### src/assert_macros.svh
// Assertion helpers included by the top-level RTL file.
`ifndef ASSERT_MACROS_SVH
`define ASSERT_MACROS_SVH

// The consequent must hold in the same cycle as the antecedent.
`define ASSERT_SAME(label, clk, rst_n, ante, cons, msg) \
  label: assert property (@(posedge clk) disable iff (!rst_n) (ante) |-> (cons)) \
    else $error(msg);

// The consequent must hold in the cycle after the antecedent.
`define ASSERT_NEXT(label, clk, rst_n, ante, cons, msg) \
  label: assert property (@(posedge clk) disable iff (!rst_n) (ante) |=> (cons)) \
    else $error(msg);

`endif

### src/lqs_pkg.sv
package lqs_pkg;

  // Width of one stored value.
  localparam int unsigned DATA_W = 32;

  // Request codes.
  typedef enum logic [1:0] {
    REQ_ENQ  = 2'd0,
    REQ_DEQ  = 2'd1,
    REQ_SRCH = 2'd2
  } req_e;

  // Result status codes.
  typedef enum logic [2:0] {
    STS_INSERTED  = 3'd0,
    STS_OVERFLOW  = 3'd1,
    STS_REMOVED   = 3'd2,
    STS_UNDERFLOW = 3'd3,
    STS_FOUND     = 3'd4,
    STS_NOTFOUND  = 3'd5,
    STS_EMPTY     = 3'd6
  } status_e;

  // Commands from the controller to the datapath.
  typedef struct packed {
    logic    load;     // latch the search value and start the scan at the head
    logic    enq;      // write the new value and advance the tail
    logic    pop;      // retire the head entry
    logic    step;     // move the scan to the next entry
    logic    scan_rd;  // read address follows the scan instead of the head
    logic    res_vld;  // register a result
    status_e res_code; // status of that result
  } cmd_t;

  // Status from the datapath to the controller.
  typedef struct packed {
    logic empty;  // queue holds nothing
    logic full;   // tail sits on the last slot
    logic hit;    // entry under the scan matches the search value
    logic last;   // entry under the scan is the tail
  } sts_t;

endpackage

### src/linear_queue_with_search.sv
// Linear array queue with search. A request is taken when start_i is high and
// busy_o is low; each request other than the undefined code gives exactly one
// result, shown for one cycle with valid_o high, and the receiver cannot hold
// it off. An enqueue, and any request that fails at once (overflow, underflow,
// empty), is answered with busy_o staying low. A dequeue waits in its S_DEQ
// state, with busy_o high, for the registered read of the head slot. A search
// compares n entries, at most DEPTH, one after another, because the
// single read port of the slot memory delivers one entry per cycle. The slot
// memory needs no clearing pass after reset.
`include "assert_macros.svh"

module linear_queue_with_search #(
  parameter int unsigned DEPTH = 64
) (
  input  logic                              clk_i,
  input  logic                              rst_ni,
  input  logic                              start_i,
  output logic                              busy_o,
  input  logic [1:0]                        req_type_i,
  input  logic signed [lqs_pkg::DATA_W-1:0] value_i,
  output logic                              valid_o,
  output logic [2:0]                        status_o,
  output logic signed [lqs_pkg::DATA_W-1:0] data_o,
  output logic [$clog2(DEPTH+1)-1:0]        position_o
);
  import lqs_pkg::*;

  cmd_t cmd;
  sts_t sts;

  // Controller.
  lqs_ctrl u_ctrl (
    .clk_i      (clk_i),
    .rst_ni     (rst_ni),
    .start_i    (start_i),
    .req_type_i (req_type_i),
    .sts_i      (sts),
    .cmd_o      (cmd),
    .busy_o     (busy_o)
  );

  // Datapath with the slot memory.
  lqs_dp #(
    .DEPTH (DEPTH)
  ) u_dp (
    .clk_i      (clk_i),
    .rst_ni     (rst_ni),
    .cmd_i      (cmd),
    .value_i    (value_i),
    .sts_o      (sts),
    .valid_o    (valid_o),
    .status_o   (status_o),
    .data_o     (data_o),
    .position_o (position_o)
  );

  // A result transfer only ever happens once the controller is back at rest.
  `ASSERT_SAME(a_res_not_busy, clk_i, rst_ni, valid_o, !busy_o, "result while busy")

  // A defined request either gives its result next cycle or keeps the block busy.
  `ASSERT_NEXT(a_req_progress, clk_i, rst_ni,
               start_i && !busy_o && (req_type_i == REQ_ENQ || req_type_i == REQ_DEQ ||
                                      req_type_i == REQ_SRCH),
               valid_o || busy_o, "request neither answered nor in progress")

  // A match always carries a non-zero position.
  `ASSERT_SAME(a_found_pos, clk_i, rst_ni, valid_o && (status_o == STS_FOUND),
               position_o != '0, "found result with zero position")

endmodule

### src/lqs_ctrl.sv
module lqs_ctrl (
  input  logic          clk_i,
  input  logic          rst_ni,
  input  logic          start_i,
  input  logic [1:0]    req_type_i,
  input  lqs_pkg::sts_t sts_i,
  output lqs_pkg::cmd_t cmd_o,
  output logic          busy_o
);
  import lqs_pkg::*;

  typedef enum logic [2:0] {
    S_IDLE = 3'b001,
    S_DEQ  = 3'b010,
    S_SRCH = 3'b100
  } state_e;

  state_e state_q, state_d;

  // Next state and command decode.
  always_comb begin
    state_d = state_q;
    cmd_o   = '0;
    unique case (state_q)
      S_IDLE: begin
        if (start_i) begin
          unique case (req_type_i)
            REQ_ENQ: begin
              cmd_o.res_vld = 1'b1;
              if (sts_i.empty || !sts_i.full) begin
                cmd_o.enq      = 1'b1;
                cmd_o.res_code = STS_INSERTED;
              end else begin
                cmd_o.res_code = STS_OVERFLOW;
              end
            end
            REQ_DEQ: begin
              if (sts_i.empty) begin
                cmd_o.res_vld  = 1'b1;
                cmd_o.res_code = STS_UNDERFLOW;
              end else begin
                state_d = S_DEQ;
              end
            end
            REQ_SRCH: begin
              if (sts_i.empty) begin
                cmd_o.res_vld  = 1'b1;
                cmd_o.res_code = STS_EMPTY;
              end else begin
                cmd_o.load = 1'b1;
                state_d    = S_SRCH;
              end
            end
            default: begin
              // An undefined request is dropped without a result.
              state_d = S_IDLE;
            end
          endcase
        end
      end
      S_DEQ: begin
        // The head entry has been read; return it and retire it.
        cmd_o.res_vld  = 1'b1;
        cmd_o.res_code = STS_REMOVED;
        cmd_o.pop      = 1'b1;
        state_d        = S_IDLE;
      end
      S_SRCH: begin
        cmd_o.scan_rd = 1'b1;
        if (sts_i.hit) begin
          cmd_o.res_vld  = 1'b1;
          cmd_o.res_code = STS_FOUND;
          state_d        = S_IDLE;
        end else if (sts_i.last) begin
          cmd_o.res_vld  = 1'b1;
          cmd_o.res_code = STS_NOTFOUND;
          state_d        = S_IDLE;
        end else begin
          cmd_o.step = 1'b1;
        end
      end
      default: begin
        state_d = S_IDLE;
      end
    endcase
  end

  assign busy_o = (state_q != S_IDLE);

  // State register.
  always_ff @(posedge clk_i or negedge rst_ni) begin
    if (!rst_ni) begin
      state_q <= S_IDLE;
    end else begin
      state_q <= state_d;
    end
  end

endmodule

### src/lqs_dp.sv
module lqs_dp #(
  parameter int unsigned DEPTH = 64
) (
  input  logic                                clk_i,
  input  logic                                rst_ni,
  input  lqs_pkg::cmd_t                       cmd_i,
  input  logic signed [lqs_pkg::DATA_W-1:0]   value_i,
  output lqs_pkg::sts_t                       sts_o,
  output logic                                valid_o,
  output logic [2:0]                          status_o,
  output logic signed [lqs_pkg::DATA_W-1:0]   data_o,
  output logic [$clog2(DEPTH+1)-1:0]          position_o
);
  import lqs_pkg::*;

  localparam int unsigned AW = $clog2(DEPTH);
  localparam int unsigned PW = $clog2(DEPTH + 1);

  logic [DATA_W-1:0] mem [DEPTH];
  logic [DATA_W-1:0] rdata_q;
  logic [DATA_W-1:0] value_q;
  logic [AW-1:0]     raddr;
  logic [AW-1:0]     waddr;
  logic [AW-1:0]     head_q, head_d;
  logic [AW-1:0]     tail_q, tail_d;
  logic              empty_q, empty_d;
  logic [AW-1:0]     cur_q, cur_d;
  logic              valid_q;
  logic [2:0]        status_q;
  logic [DATA_W-1:0] data_q;
  logic [PW-1:0]     pos_q;
  logic [PW-1:0]     pos_calc;

  // Status towards the controller.
  assign sts_o.empty  = empty_q;
  assign sts_o.full   = (tail_q == AW'(DEPTH - 1));
  assign sts_o.hit    = (rdata_q == value_q);
  assign sts_o.last   = (cur_q == tail_q);

  // Read address: the head when not scanning, the entry after the current one when scanning.
  assign raddr = cmd_i.scan_rd ? (cur_q + AW'(1)) : head_q;
  // An enqueue into an empty queue restarts at slot zero.
  assign waddr = empty_q ? '0 : (tail_q + AW'(1));

  // Queue storage with one write port and a registered read port.
  always_ff @(posedge clk_i) begin
    if (cmd_i.enq) begin
      mem[waddr] <= value_i;
    end
    rdata_q <= mem[raddr];
  end

  // Pointer and scan updates.
  always_comb begin
    head_d  = head_q;
    tail_d  = tail_q;
    empty_d = empty_q;
    cur_d   = cur_q;
    if (cmd_i.enq) begin
      if (empty_q) begin
        head_d  = '0;
        tail_d  = '0;
        empty_d = 1'b0;
      end else begin
        tail_d = waddr;
      end
    end
    if (cmd_i.pop) begin
      if (head_q == tail_q) begin
        head_d  = '0;
        tail_d  = '0;
        empty_d = 1'b1;
      end else begin
        head_d = head_q + AW'(1);
      end
    end
    if (cmd_i.load) begin
      cur_d = head_q;
    end else if (cmd_i.step) begin
      cur_d = cur_q + AW'(1);
    end
  end

  always_ff @(posedge clk_i or negedge rst_ni) begin
    if (!rst_ni) begin
      head_q  <= '0;
      tail_q  <= '0;
      empty_q <= 1'b1;
    end else begin
      head_q  <= head_d;
      tail_q  <= tail_d;
      empty_q <= empty_d;
    end
  end

  // Scan position and search value carry no reset.
  always_ff @(posedge clk_i) begin
    cur_q <= cur_d;
    if (cmd_i.load) begin
      value_q <= value_i;
    end
  end

  // One-based distance of the current entry from the head.
  assign pos_calc = PW'(cur_q) - PW'(head_q) + PW'(1);

  // Result register: the strobe is reset, the payload is not.
  always_ff @(posedge clk_i or negedge rst_ni) begin
    if (!rst_ni) begin
      valid_q <= 1'b0;
    end else begin
      valid_q <= cmd_i.res_vld;
    end
  end

  always_ff @(posedge clk_i) begin
    if (cmd_i.res_vld) begin
      status_q <= cmd_i.res_code;
      data_q   <= (cmd_i.res_code == STS_REMOVED) ? rdata_q : '0;
      pos_q    <= (cmd_i.res_code == STS_FOUND) ? pos_calc : '0;
    end
  end

  assign valid_o    = valid_q;
  assign status_o   = status_q;
  assign data_o     = data_q;
  assign position_o = pos_q;

endmodule

### config.mk
export PLATFORM = sky130hd
export DESIGN_NAME = linear_queue_with_search
export DESIGN_NICKNAME = d
export VERILOG_FILES = /design/src/lqs_pkg.sv /design/src/linear_queue_with_search.sv /design/src/lqs_ctrl.sv /design/src/lqs_dp.sv
export VERILOG_INCLUDE_DIRS = /design/src /design/src/src
export SDC_FILE = /design/constraint.sdc
export NUM_CORES = 2
export LEC_CHECK = 0
export ABC_AREA = 1
export BUFFER_PORTS_ARGS = -buffer_cell sky130_fd_sc_hd__buf_2
export CORE_MARGIN = 1
export CORE_UTILIZATION = 45
export DETAILED_ROUTE_END_ITERATION = 16
export HOLD_SLACK_MARGIN = 0.1
export SETUP_SLACK_MARGIN = 0.5
export SLEW_MARGIN = 20
export SYNTH_ARGS = -nofsm -noshare
export SYNTH_HDL_FRONTEND = slang
export SYNTH_SLANG_ARGS = --single-unit
### constraint.sdc
create_clock -name clk_i -period 5 [get_ports clk_i]
set_clock_uncertainty 0.1 [all_clocks]
set_input_delay 0.25 -clock clk_i [delete_from_list [all_inputs] [get_ports clk_i]]
set_output_delay 0.25 -clock clk_i [all_outputs]
set_load 0.05 [all_outputs]
==> results by group <==
Status
  – Outcome: complete, no violations

Global route
  – Initial antenna violation count: 8
  – All-Layer GR Usage: 25.8%
  – Vias in the first global route: 61300
  – First-pass GRT wire length: slightly above 400000 µm
  – Pin count of the biggest net entering global routing: about 130
  – Grt ovf: 0

Power and ir drop
  – Pwr/cell area: roughly 540 nW/µm²
  – Maximum vdd ir drop: ~0.00067 V
  – LEAKAGE: 45.1 nW

Synthesis
  – Post-synthesis adder-cell area fraction: less than 1%
  – Post-synthesis compound-gate area fraction: 0.291%
  – Post-synthesis simple-gate area fraction: 20.3%
  – EDFF count, synth: around 2100
  – Avg Inst Size Synth: between 10 and 15 µm²
  – Syn_nets: about 9200
  – Mapped Area: around 95000 µm²
  – FF+latch count, synth: 2177
  – Yosys warnings: 0
  – Syn Inst Count: 9155
  – Synth async-reset ratio: less than 1%
  – Seq/Total Area, Yosys: just under 70%
  – Main combinational cell family by area after synthesis: simple AND/OR/NAND/NOR gates
  – Distinct cell type count after synthesis: 38
  – Xor-xnor portion of the synthesized cell area: 0.369%
  – Post-synthesis mux area share: 0%
  – Top_reg_cell synth: edfxtp_1

STA
  – Max-slew violations: 0
  – Fin crit share: 83.1%
  – RSZ-0062 raised after global routing: false
  – Final hold vios: 0
  – Post-route setup slack: about 0.84 ns
  – Number of setup violations in the final report: 0
  – Tightest Pin Transition: 1.04 ns
  – Setup_tns: 0 ns
  – Min Tclk post-route: 4.16 ns
  – Rel. slew slack: between 30 and 40%
  – Max frequency: around 0.24 GHz

Placed design
  – Port buffer count: 80
  – Place WS: 0.914 ns
  – Gpl congestion: just under 0.9
  – Post-detail-place hpwl: 153000 µm

Final layout
  – Register Area: roughly 65000 µm²
  – Multi-input combinational cell area: 20700 µm²
  – Most frequent cells in the layout: nand3_1 (2171), edfxtp_1 (2128), nand2_1 (2048)
  – Area added between synthesis and finish: 12.8%
  – Fillers: between 15000 and 20000
  – Final Util: 51.1%
  – Most common cell after layout, fill and taps aside: nand3_1
  – Share of cells above drive strength 1: ~7.3%
  – Final net count: between 9000 and 10000

Routing
  – Vias per cell: between 5 and 6
  – WL/cell: ~22 µm
  – Drt pass-1 iters: 6
  – Final WL: ~270000 µm
  – Initial DRC Count: 6840
  – Antenna Violating Nets Remaining: 0
  – Remaining DRCs: 0
  – DR vias: 64600

Floorplan
  – Die Y: approximately 460 µm
  – Die ar.: about 210000 µm²
  – Die Span X: 461 µm
  – Core ar.: between 200000 and 250000 µm²
  – Starting Density: a little under half
  – Rows: roughly 170
  – Num ports: 81

Critical path
  – CP required: ~5.7 ns
  – Kind of critical path: reg -> reg
  – Critical path arrival: slightly below 5 ns
  – Worst-path maximum fanout: 33
  – Critical Path End Type: flip-flop
  – Startpoint types: flip-flop

Clocking
  – CTS Buf Count: 220
  – CTS H-tree depth: 4
  – Worst skew pair latency: slightly below 0.9 ns
  – CTS clock-pin slew for the worst setup and hold paths: around 0.06 ns
  – CTS tree: done
  – Post-CTS Resized: 0
  – Clk buf depth: 3
  – Clock sink count: about 2200
  – Clock Root Buffer: clkbuf_16

Flow run
  – Max-cap violations: 0

Hold path
  – Hold Crit Class: in -> reg
stage by stage:
stage,instances,total power [mW],hold WS [ns],instance area [µm²]
final,12200,58.0,0.276,107000
after global routing,12200,60.5,0.274,107000
after CTS,12200,58.0,0.238,107000
after detailed placement,11800,41.9,0.133,99500
after global placement,11800,41.8,0.135,99500
after floorplan,9155,33.7,-0.146,94900
synthesized netlist by cell type (2+ instances only):
library cell	instances	area share, %
nor2_1	132	0.52
or2_2	10	0.066
dfstp_2	2	0.055
inv_2	3	0.012
nand4_1	8	0.053
buf_2	339	1.8
nand2_1	2050	8.1
edfxtp_1	2128	67
ha_1	18	0.24
o21ai_4	2	0.034
dfrtp_1	15	0.40
o21ai_0	20	0.11
buf_1	17	0.067
nor3_1	11	0.058
xor2_1	14	0.13
dfxtp_1	32	0.68
inv_1	2007	7.9
nand3_1	2173	11
clkbuf_1	114	0.45
nand2_2	2	0.013
o21ai_2	2	0.018
a21oi_1	9	0.047
o211ai_1	3	0.024
buf_4	2	0.016
o22ai_1	4	0.026
xnor2_1	26	0.24
final timing paths:
path / startpoint / endpoint / slack (ns) / cells after the start
setup / recovery: u_ctrl.state_q[1]$_DFFE_PN0P_ / u_dp.rdata_q[5]$_DFF_P_ / 0.84 / 10
hold / removal: value_i[16] / u_dp.mem[0][16]$_DFFE_PP_ / 0.28 / 2
setup reg to reg: u_ctrl.state_q[1]$_DFFE_PN0P_ / u_dp.rdata_q[5]$_DFF_P_ / 0.84 / 10
hold reg to reg: u_dp.tail_q[2]$_DFF_PN0_ / u_dp.tail_q[2]$_DFF_PN0_ / 0.55 / 2
max in group asynchronous: rst_ni / u_dp.head_q[5]$_DFFE_PN0P_ / 3.68 / 3
min in group asynchronous: rst_ni / u_dp.head_q[4]$_DFFE_PN0P_ / 0.54 / 3
per-layer routing:
layer	vias up	part of all wire (%)	track usage, %	wire [µm]
li1	29900	-	-	-
met1	31600	41	35.4	114000
met2	2665	47	41.7	129000
met3	445	8.6	4.44	23700
met4	0	3.0	8.34	8120
met5	-	0	0	0
power breakdown:
group / switching (mW) / internal, mW
logic: 15.0 / 5.64
clock network: 7.04 / 9.09
registers: 0.605 / 20.5
total: 22.7 / 35.3
flip-flops by register name, indices dropped and copies added, names as in the netlist, 3 cells and up:
signal and flops:
u_dp.head_q 6, u_dp.cur_q 6, u_dp.status_o 3, u_ctrl.state_q 3, u_dp.rdata_q 32, u_dp.data_o 32
u_dp.tail_q 6, u_dp.value_q 32, u_dp.position_o 7, u_dp.mem 2048
worst max-delay path: stages, from the launching register on:
cell     delay, ns
dfrtp_1       0.42
nor2_2        0.27
nand2_1       0.48
o21ai_4       0.91
buf_4         0.58
nand3_1       0.14
nand3_1       0.11
nand3_1       0.16
nand3_1       0.22
nand3_1       0.43
nand2_1       0.19
what timing repair did:
item	CTS	global route
hold buffers	40	0
endpoints found under the hold margin	1949	0
buffers inserted	0	0
area by class of cell:
cell class / instances / area share (%)
clock inverters: 108 / 0.989
diodes: 6 / 0.0140
flip-flops and latches: 2177 / 60.7
multi-input cells: 4494 / 19.4
inverters: 2012 / 7.07
clock buffers: 299 / 5.58
well taps: 2805 / 3.28
repair buffers: 331 / 2.95
kinds of logic after synthesis:
kind of cell,after synthesis
DFF,2177
xor gates and xnor gates,40
buffers and inverters,2484
adders and majority gates,19
and+or+nand+nor,4390
AOI/OAI and AO/OA,45
Power figures use the tool's default switching activity.
